## src/hw/rtl/s3p_pkg.sv

```systemverilog
// ----------------------------------------------------------------------------
// s3p_pkg: shared types and round functions
// Word types, pipeline payload structs, round constants and the SHA-256
// round primitives used by the three-round precompute pipeline.
// ----------------------------------------------------------------------------
package s3p_pkg;

    typedef logic [31:0] t_word;

    localparam int unsigned NUM_ROUNDS = 3;

    localparam t_word ROUND_K [NUM_ROUNDS] = '{32'h428a2f98, 32'h71374491, 32'hb5c0fbcf};

    // Working variables a..h
    typedef struct packed {
        t_word a;
        t_word b;
        t_word c;
        t_word d;
        t_word e;
        t_word f;
        t_word g;
        t_word h;
    } t_vars;

    // Item between rounds: kw is K plus message word for the coming round,
    // w holds the message words still to come (w[0] next).
    typedef struct packed {
        t_vars                 v;
        t_word                 kw;
        logic [1:0][31:0]      w;
        logic [2:0][31:0]      na;
        logic [2:0][31:0]      ne;
    } t_work;

    // Item between the two halves of a round
    typedef struct packed {
        t_vars                 v;
        t_word                 t1;
        t_word                 t2;
        logic [1:0][31:0]      w;
        logic [2:0][31:0]      na;
        logic [2:0][31:0]      ne;
    } t_half;

    function automatic t_word rotr(input t_word x, input int unsigned s);
        rotr = (x >> s) | (x << (32 - s));
    endfunction

    function automatic t_word big_sigma0(input t_word x);
        big_sigma0 = rotr(x, 2) ^ rotr(x, 13) ^ rotr(x, 22);
    endfunction

    function automatic t_word big_sigma1(input t_word x);
        big_sigma1 = rotr(x, 6) ^ rotr(x, 11) ^ rotr(x, 25);
    endfunction

    function automatic t_word choose(input t_word e, input t_word f, input t_word g);
        choose = g ^ (e & (f ^ g));
    endfunction

    function automatic t_word majority(input t_word a, input t_word b, input t_word c);
        majority = (a & b) | (c & (a | b));
    endfunction

endpackage

```

## src/hw/rtl/s3p_if.sv

```systemverilog
// ----------------------------------------------------------------------------
// s3p_in_if / s3p_out_if: valid/ready channels
// Input channel carries the midstate and three message words; output
// channel carries the new a and e words of the three rounds.
// ----------------------------------------------------------------------------
interface s3p_in_if;
    logic           valid;
    logic           ready;
    logic [31:0]    mid_a;
    logic [31:0]    mid_b;
    logic [31:0]    mid_c;
    logic [31:0]    mid_d;
    logic [31:0]    mid_e;
    logic [31:0]    mid_f;
    logic [31:0]    mid_g;
    logic [31:0]    mid_h;
    logic [31:0]    msg_word0;
    logic [31:0]    msg_word1;
    logic [31:0]    msg_word2;

    modport source (
        output valid, mid_a, mid_b, mid_c, mid_d, mid_e, mid_f, mid_g, mid_h,
               msg_word0, msg_word1, msg_word2,
        input  ready
    );
    modport sink (
        input  valid, mid_a, mid_b, mid_c, mid_d, mid_e, mid_f, mid_g, mid_h,
               msg_word0, msg_word1, msg_word2,
        output ready
    );
endinterface

interface s3p_out_if;
    logic           valid;
    logic           ready;
    logic [31:0]    round0_new_a;
    logic [31:0]    round1_new_a;
    logic [31:0]    round2_new_a;
    logic [31:0]    round0_new_e;
    logic [31:0]    round1_new_e;
    logic [31:0]    round2_new_e;

    modport source (
        output valid, round0_new_a, round1_new_a, round2_new_a,
               round0_new_e, round1_new_e, round2_new_e,
        input  ready
    );
    modport sink (
        input  valid, round0_new_a, round1_new_a, round2_new_a,
               round0_new_e, round1_new_e, round2_new_e,
        output ready
    );
endinterface

```

## src/hw/rtl/s3p_round.sv

```systemverilog
// ----------------------------------------------------------------------------
// s3p_round: one SHA-256 compression round in two register stages
// Stage A forms T1 and T2, stage B forms the new a and e words and the
// K plus W sum for the following round.
// ----------------------------------------------------------------------------
module s3p_round (
    input  logic            i_clk,
    input  logic            i_rst_n,
    input  s3p_pkg::t_word  i_k_next,
    input  logic            i_vld,
    output logic            o_rdy,
    input  s3p_pkg::t_work  i_data,
    output logic            o_vld,
    input  logic            i_rdy,
    output s3p_pkg::t_work  o_data
);

    logic            r_vld_a;
    logic            r_vld_b;
    s3p_pkg::t_half  r_half;
    s3p_pkg::t_half  n_half;
    s3p_pkg::t_work  r_work;
    s3p_pkg::t_work  n_work;
    logic            w_en_a;
    logic            w_en_b;

    // a stage advances when empty or when its contents move on
    assign w_en_b = !r_vld_b || i_rdy;
    assign w_en_a = !r_vld_a || w_en_b;
    assign o_rdy  = w_en_a;

    always_comb begin
        n_half    = '0;
        n_half.v  = i_data.v;
        n_half.t1 = i_data.v.h + s3p_pkg::big_sigma1(i_data.v.e)
                  + s3p_pkg::choose(i_data.v.e, i_data.v.f, i_data.v.g) + i_data.kw;
        n_half.t2 = s3p_pkg::big_sigma0(i_data.v.a)
                  + s3p_pkg::majority(i_data.v.a, i_data.v.b, i_data.v.c);
        n_half.w  = i_data.w;
        n_half.na = i_data.na;
        n_half.ne = i_data.ne;
    end

    always_comb begin
        n_work     = '0;
        n_work.v.h = r_half.v.g;
        n_work.v.g = r_half.v.f;
        n_work.v.f = r_half.v.e;
        n_work.v.e = r_half.v.d + r_half.t1;
        n_work.v.d = r_half.v.c;
        n_work.v.c = r_half.v.b;
        n_work.v.b = r_half.v.a;
        n_work.v.a = r_half.t1 + r_half.t2;
        n_work.kw  = i_k_next + r_half.w[0];
        n_work.w   = {32'h0, r_half.w[1]};
        // shift in this round's results: index 0 is the latest round
        n_work.na  = {r_half.na[1:0], n_work.v.a};
        n_work.ne  = {r_half.ne[1:0], n_work.v.e};
    end

    always_ff @(posedge i_clk) begin
        if (!i_rst_n) begin
            r_vld_a <= 1'b0;
            r_vld_b <= 1'b0;
        end else begin
            if (w_en_a) r_vld_a <= i_vld;
            if (w_en_b) r_vld_b <= r_vld_a;
        end
    end

    always_ff @(posedge i_clk) begin
        if (w_en_a) r_half <= n_half;
        if (w_en_b) r_work <= n_work;
    end

    assign o_vld  = r_vld_b;
    assign o_data = r_work;

endmodule

```

## src/hw/rtl/sha256_three_round_precalc_core.sv

```systemverilog
// ----------------------------------------------------------------------------
// sha256_three_round_precalc_core: first three SHA-256 rounds from a midstate
// Pipelined precompute of the new a and e words of rounds zero to two.
// ----------------------------------------------------------------------------
// Usage:
//   i_in carries one work item: midstate words mid_a..mid_h and the message
//   words msg_word0..msg_word2. A transfer happens when valid and ready are
//   both high at a rising edge of i_clk.
//   o_out carries one result per item: round0..2_new_a and round0..2_new_e,
//   in the order the items were taken.
//   The result reaches o_out through an input register, then two register
//   stages per round for three rounds. Throughput: one item per cycle,
//   sustained while o_out.ready is high; every stage holds one item.
//   Stall: when o_out.ready is low the last stage holds its result; earlier
//   stages keep filling until they are all occupied, and only then does
//   i_in.ready drop. No item is lost or repeated.
//   Reset: i_rst_n is synchronous, active low, and empties the pipeline; the
//   block keeps no other state.
// ----------------------------------------------------------------------------
module sha256_three_round_precalc_core (
    input  logic        i_clk,
    input  logic        i_rst_n,
    s3p_in_if.sink      i_in,
    s3p_out_if.source   o_out
);

    logic            r_in_vld;
    s3p_pkg::t_work  r_in;
    s3p_pkg::t_work  n_in;
    logic            w_en_in;

    logic            w_vld [3];
    logic            w_rdy [3];
    s3p_pkg::t_work  w_data [3];

    assign w_en_in    = !r_in_vld || w_rdy[0];
    assign i_in.ready = w_en_in;

    always_comb begin
        n_in      = '0;
        n_in.v.a  = i_in.mid_a;
        n_in.v.b  = i_in.mid_b;
        n_in.v.c  = i_in.mid_c;
        n_in.v.d  = i_in.mid_d;
        n_in.v.e  = i_in.mid_e;
        n_in.v.f  = i_in.mid_f;
        n_in.v.g  = i_in.mid_g;
        n_in.v.h  = i_in.mid_h;
        n_in.kw   = s3p_pkg::ROUND_K[0] + i_in.msg_word0;
        n_in.w    = {i_in.msg_word2, i_in.msg_word1};
    end

    always_ff @(posedge i_clk) begin
        if (!i_rst_n) begin
            r_in_vld <= 1'b0;
        end else if (w_en_in) begin
            r_in_vld <= i_in.valid;
        end
    end

    always_ff @(posedge i_clk) begin
        if (w_en_in) r_in <= n_in;
    end

    s3p_round u_round0 (
        .i_clk    (i_clk),
        .i_rst_n  (i_rst_n),
        .i_k_next (s3p_pkg::ROUND_K[1]),
        .i_vld    (r_in_vld),
        .o_rdy    (w_rdy[0]),
        .i_data   (r_in),
        .o_vld    (w_vld[0]),
        .i_rdy    (w_rdy[1]),
        .o_data   (w_data[0])
    );

    s3p_round u_round1 (
        .i_clk    (i_clk),
        .i_rst_n  (i_rst_n),
        .i_k_next (s3p_pkg::ROUND_K[2]),
        .i_vld    (w_vld[0]),
        .o_rdy    (w_rdy[1]),
        .i_data   (w_data[0]),
        .o_vld    (w_vld[1]),
        .i_rdy    (w_rdy[2]),
        .o_data   (w_data[1])
    );

    // no round follows the last one, so its K plus W sum goes unused
    s3p_round u_round2 (
        .i_clk    (i_clk),
        .i_rst_n  (i_rst_n),
        .i_k_next (32'h0),
        .i_vld    (w_vld[1]),
        .o_rdy    (w_rdy[2]),
        .i_data   (w_data[1]),
        .o_vld    (w_vld[2]),
        .i_rdy    (o_out.ready),
        .o_data   (w_data[2])
    );

    assign o_out.valid        = w_vld[2];
    assign o_out.round0_new_a = w_data[2].na[2];
    assign o_out.round1_new_a = w_data[2].na[1];
    assign o_out.round2_new_a = w_data[2].na[0];
    assign o_out.round0_new_e = w_data[2].ne[2];
    assign o_out.round1_new_e = w_data[2].ne[1];
    assign o_out.round2_new_e = w_data[2].ne[0];

    // backpressure reaches the input only from a held result at the output
    a_stall_from_output: assert property (@(posedge i_clk) disable iff (!i_rst_n)
        !i_in.ready |-> (o_out.valid && !o_out.ready))
        else $error("input stalled without a held output");

    // a full pipeline stalls the input only while every stage is occupied
    a_full_before_stall: assert property (@(posedge i_clk) disable iff (!i_rst_n)
        !i_in.ready |-> (r_in_vld && w_vld[0] && w_vld[1] && w_vld[2]))
        else $error("input stalled with an empty stage");

    // pipeline is empty right after reset
    a_empty_after_reset: assert property (@(posedge i_clk)
        $past(!i_rst_n) |-> (!o_out.valid && !r_in_vld))
        else $error("pipeline not empty after reset");

    // hold a waiting item in the input register until round zero takes it
    a_input_hold: assert property (@(posedge i_clk) disable iff (!i_rst_n)
        (r_in_vld && !w_rdy[0]) |=> (r_in_vld && $stable(r_in)))
        else $error("input register changed while stalled");

endmodule
```

## src/flat_wrapper.sv

```systemverilog
// flat-port wrapper written by rule: the top's interface ports become plain ports
module sha256_three_round_precalc_core_flat 
  (i_clk, i_rst_n, i_in_valid, i_in_mid_a, i_in_mid_b, i_in_mid_c, i_in_mid_d, i_in_mid_e, i_in_mid_f, i_in_mid_g, i_in_mid_h, i_in_msg_word0, i_in_msg_word1, i_in_msg_word2, i_in_ready, o_out_valid, o_out_round0_new_a, o_out_round1_new_a, o_out_round2_new_a, o_out_round0_new_e, o_out_round1_new_e, o_out_round2_new_e, o_out_ready);
  s3p_in_if i_in_i ();
  s3p_out_if o_out_i ();
  input  logic i_clk;
  input  logic i_rst_n;
  input wire logic [$bits(i_in_i.valid)-1:0] i_in_valid;
  input wire logic [$bits(i_in_i.mid_a)-1:0] i_in_mid_a;
  input wire logic [$bits(i_in_i.mid_b)-1:0] i_in_mid_b;
  input wire logic [$bits(i_in_i.mid_c)-1:0] i_in_mid_c;
  input wire logic [$bits(i_in_i.mid_d)-1:0] i_in_mid_d;
  input wire logic [$bits(i_in_i.mid_e)-1:0] i_in_mid_e;
  input wire logic [$bits(i_in_i.mid_f)-1:0] i_in_mid_f;
  input wire logic [$bits(i_in_i.mid_g)-1:0] i_in_mid_g;
  input wire logic [$bits(i_in_i.mid_h)-1:0] i_in_mid_h;
  input wire logic [$bits(i_in_i.msg_word0)-1:0] i_in_msg_word0;
  input wire logic [$bits(i_in_i.msg_word1)-1:0] i_in_msg_word1;
  input wire logic [$bits(i_in_i.msg_word2)-1:0] i_in_msg_word2;
  output wire logic [$bits(i_in_i.ready)-1:0] i_in_ready;
  output wire logic [$bits(o_out_i.valid)-1:0] o_out_valid;
  output wire logic [$bits(o_out_i.round0_new_a)-1:0] o_out_round0_new_a;
  output wire logic [$bits(o_out_i.round1_new_a)-1:0] o_out_round1_new_a;
  output wire logic [$bits(o_out_i.round2_new_a)-1:0] o_out_round2_new_a;
  output wire logic [$bits(o_out_i.round0_new_e)-1:0] o_out_round0_new_e;
  output wire logic [$bits(o_out_i.round1_new_e)-1:0] o_out_round1_new_e;
  output wire logic [$bits(o_out_i.round2_new_e)-1:0] o_out_round2_new_e;
  input wire logic [$bits(o_out_i.ready)-1:0] o_out_ready;
  assign i_in_i.valid = i_in_valid;
  assign i_in_i.mid_a = i_in_mid_a;
  assign i_in_i.mid_b = i_in_mid_b;
  assign i_in_i.mid_c = i_in_mid_c;
  assign i_in_i.mid_d = i_in_mid_d;
  assign i_in_i.mid_e = i_in_mid_e;
  assign i_in_i.mid_f = i_in_mid_f;
  assign i_in_i.mid_g = i_in_mid_g;
  assign i_in_i.mid_h = i_in_mid_h;
  assign i_in_i.msg_word0 = i_in_msg_word0;
  assign i_in_i.msg_word1 = i_in_msg_word1;
  assign i_in_i.msg_word2 = i_in_msg_word2;
  assign i_in_ready = i_in_i.ready;
  assign o_out_valid = o_out_i.valid;
  assign o_out_round0_new_a = o_out_i.round0_new_a;
  assign o_out_round1_new_a = o_out_i.round1_new_a;
  assign o_out_round2_new_a = o_out_i.round2_new_a;
  assign o_out_round0_new_e = o_out_i.round0_new_e;
  assign o_out_round1_new_e = o_out_i.round1_new_e;
  assign o_out_round2_new_e = o_out_i.round2_new_e;
  assign o_out_i.ready = o_out_ready;
  sha256_three_round_precalc_core u_core (.i_clk(i_clk), .i_rst_n(i_rst_n), .i_in(i_in_i), .o_out(o_out_i));
endmodule
```

## config.mk

```make
export PLATFORM = sky130hd
export DESIGN_NAME = sha256_three_round_precalc_core_flat
export DESIGN_NICKNAME = d
export VERILOG_FILES = /design/src/hw/rtl/s3p_pkg.sv /design/src/hw/rtl/s3p_if.sv /design/src/hw/rtl/s3p_round.sv /design/src/hw/rtl/sha256_three_round_precalc_core.sv /design/src/flat_wrapper.sv
export SDC_FILE = /design/constraint.sdc
export NUM_CORES = 2
export LEC_CHECK = 0
export BUFFER_PORTS_ARGS = -buffer_cell sky130_fd_sc_hd__buf_4
export CORE_UTILIZATION = 45
export CTS_CLUSTER_DIAMETER = 40
export DETAILED_ROUTE_END_ITERATION = 10
export PLACE_DENSITY = 0.61
export RECOVER_POWER = 100
export SYNTH_ARGS = -nofsm -noshare
export SYNTH_HDL_FRONTEND = slang
export SYNTH_SLANG_ARGS = --single-unit
```

## constraint.sdc

```tcl
create_clock -name i_clk -period 22.5 [get_ports i_clk]
set_input_delay 0 -clock i_clk [delete_from_list [all_inputs] [get_ports i_clk]]
set_output_delay 0 -clock i_clk [all_outputs]
set_load 0.005 [all_outputs]
```

# Word level (Yosys, flattened, before mapping)
# Cells that the tools add are included.
[totals]
ff_bits = 2055
latchBits = 0
ramBits = 0
mem_bits_ro = 0
input_bits = 356
elab_cells = 157
mem_count = 0
[op_classes]
n_addsub = 21
multipliers = 0
div_mod_pow = 0
n_lt_le_gt_ge = 0
n_eq_ne = 0
shift = 0
mux = 0
bitwise = 51
n_reduce_logical = 14
[op_table]
columns = ["cell", "count"]
rows = [
  ["adder 32 bit", 18],
  ["XOR 32 bit", 18],
  ["bitwise AND 32 bit", 9],
  ["bitwise OR 32 bit", 6],
  ["bitwise OR 10 x 32 -> 32 bit", 3],
  ["bitwise OR 19 x 32 -> 32 bit", 3],
  ["bitwise OR 21 x 32 -> 32 bit", 3],
  ["bitwise OR 26 x 32 -> 32 bit", 3],
  ["bitwise OR 30 x 32 -> 32 bit", 3],
  ["bitwise OR 7 x 32 -> 32 bit", 3],
  ["adder 31 x 32 -> 32 bit, first input constant", 2],
  ["adder 32 bit, first input constant", 1],
  ["zero test 1 bit", 7],
  ["logical OR 1 bit", 7],
]

# Logic depth before layout (Yosys ltp)
[depth]
ltp_word = 8
depth_mapped = 17

# Hierarchy
# A second synthesis with hierarchy kept.
[unflattened]
hier_cells = 8100
hier_area_um2 = 131961.6
[by_module_without_submodules]
columns = ["module", "n_inst", "cells_each", "area_per_inst_um2", "seq_area_each_um2"]
rows = [
  ["s3p_round at u_core.u_round0", 1, 2562, 40316.2, 27906.8],
  ["s3p_round at u_core.u_round2", 1, 2561, 40257.4, 27906.8],
  ["s3p_round at u_core.u_round1", 1, 2518, 40042.2, 27906.8],
  ["sha256_three_round_precalc_core", 1, 459, 11345.9, 10590.2],
]

# Worst setup path before layout
# No wires, ideal clock.
[synth_path]
path_kind = "register -> register"
from = "register u_core.u_round2.r_vld_b (netlist: u_core.u_round2.o_vld)"
to = "register u_core.r_in[192] in the netlist's numbering, enable pin"
setup_ps = 2628
arrival_time_ps = 6919
required_ps = 19872
path_slack_ps = 12953
path_stages_with_launch = 6
synth_period_minus_slack_ps = 9547
cell_sequence = "dfxtp_1 > nor2b_1 > and3_1 > and2_1 > and3_1 > nand2_1"
[synth_via]
elab_chain_len = 8
[synth_rtl]
columns = ["item", "line", "source"]
rows = [
  ["start, declared", "s3p_round.sv:19", "logic r_vld_b;"],
  ["start signal, assigned", "s3p_round.sv:67", "if (w_en_b) r_vld_b <= r_vld_a;"],
  ["zero test 1 bit", "s3p_round.sv:28", "assign w_en_b = !r_vld_b || i_rdy;"],
  ["logical OR 1 bit", "s3p_round.sv:28", ""],
  ["logical OR 1 bit", "s3p_round.sv:29", "assign w_en_a = !r_vld_a || w_en_b;"],
  ["logical OR 1 bit", "s3p_round.sv:28", ""],
  ["logical OR 1 bit", "s3p_round.sv:29", ""],
  ["logical OR 1 bit", "s3p_round.sv:28", ""],
  ["logical OR 1 bit", "s3p_round.sv:29", ""],
  ["logical OR 1 bit", "sha256_three_round_precalc_core.sv:36", "assign w_en_in = !r_in_vld || w_rdy[0];"],
  ["net i_in_ready", "flat_wrapper.sv:20", "output wire logic [$bits(i_in_i.ready)-1:0] i_in_ready;"],
  ["end signal, assigned", "sha256_three_round_precalc_core.sv:62", "if (w_en_in) r_in <= n_in;"],
  ["end, declared", "sha256_three_round_precalc_core.sv:28", "s3p_pkg::t_work r_in;"],
]
# The timed path passes the listed nets, and every way through them passes these cells.
# A chain may end at the register's enable or synchronous reset.

# Worst setup path after layout
[layout_path]
from = "register u_core.u_round2.r_vld_b (netlist: u_core.u_round2.o_vld)"
to = "register u_core.u_round0.r_work, in the netlist u_core.u_round0.o_data[197], enable pin"
[layout_via]
elab_chain_len = 6
[layout_rtl]
columns = ["item", "line", "source"]
rows = [
  ["zero test 1 bit", "s3p_round.sv:28", ""],
  ["logical OR 1 bit", "s3p_round.sv:28", ""],
  ["logical OR 1 bit", "s3p_round.sv:29", ""],
  ["logical OR 1 bit", "s3p_round.sv:28", ""],
  ["logical OR 1 bit", "s3p_round.sv:29", ""],
  ["logical OR 1 bit", "s3p_round.sv:28", ""],
  ["net u_core.u_round0.w_en_b", "s3p_round.sv:25", "logic w_en_b;"],
  ["end signal, assigned", "s3p_round.sv:73", "if (w_en_b) r_work <= n_work;"],
  ["end, declared", "s3p_round.sv:22", "s3p_pkg::t_work r_work;"],
]
# The timed path passes the listed nets, and every way through them passes these cells.

==> results.sh <==
export IMPL_fin_crit_sh=0.5494
export IMPL_initialDrtViolationCount=5199
export IMPL_cts_root_buf="clkbuf_16"
export IMPL_grt_first_pass_wirelength_mm=401.8
export IMPL_dp_hpwl_mm=216.4
export IMPL_ys_seq_elements=2055
export IMPL_critical_path_class="register to register"
export IMPL_hold_depth=5
export IMPL_finalNetCount=8746
export IMPL_cts_tree="done"
export IMPL_grt_pass1_vias=57599
export IMPL_hold_viol=0
export IMPL_route_antenna_remaining_nets=0
export IMPL_wl_mm=287.1
export IMPL_core_sq_um=206900
export IMPL_h_tree_depth=5
export IMPL_rsz0062_at_grt="no"
export IMPL_worstHoldEndpoint="u_core.u_round2.r_vld_a"
export IMPL_gp_congestion=0.9648
export IMPL_slew_headroom=-5.293
export IMPL_max_freq_mhz=80.90
export IMPL_r2r_setup_slack_ns=10.14
export IMPL_setup_viol=0
export IMPL_hold_ws_ns=0.03215
export IMPL_wl_per_cell_um=26.69
export IMPL_end_kind="register"
export IMPL_timing_rr_start="u_core.u_round2.o_vld"
export IMPL_syn_to_final_growth_pct=26.25
export IMPL_fin_skew_ns=0.07451
export IMPL_cts_max_path_buffers=4
export IMPL_overflow=0
export IMPL_hp_class="input port to register"
export IMPL_syn_instance_count=6265
export IMPL_arrival_ns=12.91
export IMPL_period_minus_slack_ns=12.36
export IMPL_yosysSeqAreaShare=0.6583
export IMPL_clock_sinks=2055
export IMPL_drc=0
export IMPL_worstMarginPinSlew_ns=9.439
export IMPL_cts_buffers=307
export IMPL_grtUsageTotal=0.2695
export IMPL_dp_cells=9479
export IMPL_stdcell_area_sq_um=118200
export IMPL_die_w_um=458.2
export IMPL_drv_slew=1688
export IMPL_cts_resized=0
export IMPL_rr_endpoint="u_core.u_round0.o_data[197]"
export IMPL_synth_distinct_cells=96
export IMPL_max_cap_violations=23
export IMPL_crit_path_start_kind="register"
export IMPL_reg2reg_depth=8
export IMPL_die_area_sq_um=209900
export IMPL_cts_clk_slew_worst_paths_ns=0.06
export IMPL_cp_required_ns=23.05
export IMPL_grt_max_degree=178
export IMPL_violations="capacitance limit, slew limit"
export IMPL_synthArstFlopShare=0
export IMPL_ys_warn_count=0
export IMPL_chipHeight_um=458.2
export IMPL_synth_ff_type="edfxtp_1"
export IMPL_setup_tns_final_ns=0
export IMPL_min_from="o_out_ready"
export IMPL_drt_first_pass_iters=6
export IMPL_synth_edf_count=2048
export IMPL_start_util=0.4526
export IMPL_status="finished, violations left"
export IMPL_viasPerCell=5.394
export IMPL_postPlaceCellArea_sq_um=101200
export IMPL_antenna_found_initial=19
export IMPL_layout_drive_gt1_share=0.1397
export IMPL_ios=550
export IMPL_clk_latency_ns=0.96
export IMPL_cts_hold_buf=736
export IMPL_num_rows=167
export IMPL_syn_area_sq_um=93630
export IMPL_io_buffer_count=549
export IMPL_route_vias_total=58030
export IMPL_fin_cells=10759
export IMPL_synthesis_nets=7191
export IMPL_cp_max_fo=83
export IMPL_post_cts_buffers=0
export IMPL_synth_avg_cell_area_sq_um=14.95
[layout make-up]
class                   count  area, sq um
fillers                 16079        88640
flip-flops and latches   2055        61640
multi-input cells        3624        29630
repair buffers           1308        11440
clock buffers             337         7901
well taps                2704         3383
clock inverters           200         2233
inverters                 524         1972
diodes                      7        17.52
[cell usage after synthesis (28+ instances only)]
master / n / area (sq um)
xnor2_1: 631 / 5527
o211ai_1: 31 / 232.7
xor2_1: 136 / 1191
a21oi_1: 331 / 1657
ha_1: 375 / 4692
mux2_2: 91 / 1025
and2_1: 28 / 175.2
fa_1: 195 / 3904
a211oi_1: 47 / 352.8
nor3_1: 79 / 395.4
o21ai_0: 187 / 935.9
nor2_1: 220 / 825.8
nand2_1: 219 / 822.0
inv_1: 524 / 1967
maj3_1: 93 / 930.9
nor2b_1: 52 / 325.3
clkbuf_1: 54 / 202.7
o21a_1: 61 / 457.9
o21bai_1: 52 / 390.4
and3_1: 61 / 381.6
nand2b_1: 46 / 287.8
nand3_1: 76 / 380.4
a31oi_1: 46 / 287.8
a21o_1: 182 / 1366
edfxtp_1: 2048 / 61500
[routing by layer]
| layer | share of wire | track usage | vias up |
|---|---|---|---|
| met1 | 0.42 | 0.3621 | 29046 |
| met2 | 0.48 | 0.4447 | 2081 |
| li1 | - | - | 26475 |
| met3 | 0.059 | 0.04035 | 424 |
| met5 | 0.000094 | 0 | - |
| met4 | 0.037 | 0.09819 | 4 |
[logic make-up (layout without fill, tap and decap cells)]
logic type | count (synthesis) | in the layout | synth area share
flip-flops | 2055 | 2055 | 0.6583
AO/OA/AOI/OAI | 1167 | 1167 | 0.08306
AND/OR/NAND/NOR | 925 | 925 | 0.04947
XOR/XNOR | 767 | 767 | 0.07174
adder cells (fa/ha/maj) | 663 | 663 | 0.1017
buffers and inverters | 586 | 2369 | 0.02357
multiplexers | 102 | 102 | 0.01212
other | 0 | 7 | 0
[worst max-delay path: stages, from the launching register on]
cell      delay, ns
dfxtp_1        0.30
nor2b_1        0.17
and3_1         0.23
and2_0         0.24
nand2_1        0.98
clkbuf_1       2.90
clkbuf_1       3.08
clkbuf_1       2.73
buf_4          1.07
[per-stage QoR]
step	util	setup slack, ns
floorplan	-	12.95
CTS	0.5736	16.58
global placement	0.4890	16.68
detailed placement	0.4890	16.60
global route	0.5714	9.064
finish	0.5715	10.14
[state kept, by name, indices dropped and copies added (netlist names), 96 cells and up]
signal and flops:
u_core.u_round2.o_data 192, u_core.u_round1.o_data 288, u_core.u_round0.r_half 128, u_core.u_round0.o_data 320, u_core.u_round1.n_work 192, u_core.u_round2.n_work 128
u_core.u_round2.r_half 96, u_core.u_round0.n_work 224, u_core.r_in 352, u_core.u_round1.r_half 128
[worst max-delay path by stage]
stage,startpoint,depth (start not counted),to
floorplan,u_core.u_round2.o_vld,5,u_core.r_in[192]
global placement,u_core.u_round2.o_vld,9,u_core.u_round0.n_work[320]
detailed placement,u_core.u_round2.o_vld,9,u_core.u_round0.n_work[288]
CTS,u_core.u_round2.o_vld,9,u_core.u_round0.r_half[216]
global route,u_core.u_round2.o_vld,8,u_core.u_round0.o_data[197]
finish,u_core.u_round2.o_vld,8,u_core.u_round0.o_data[197]
[cell usage in the layout (no fill, tap or decap), drive strengths merged, types with 76 or more instances in the layout]
cell type	netlist	final
nor2	220	220
edfxtp	2048	2048
clkbuf	54	879
mux2	91	91
a21o	182	182
dlygate4sd3	0	736
ha	375	375
maj3	93	93
nor3	79	79
o21ai	201	201
nand2	219	219
a21oi	335	335
nand3	76	76
xor2	136	136
inv	524	588
fa	195	195
xnor2	631	631
Power is left out: the tool's default activity adds up to more than one toggle a clock period on the data nets, which glitch-free logic cannot reach.
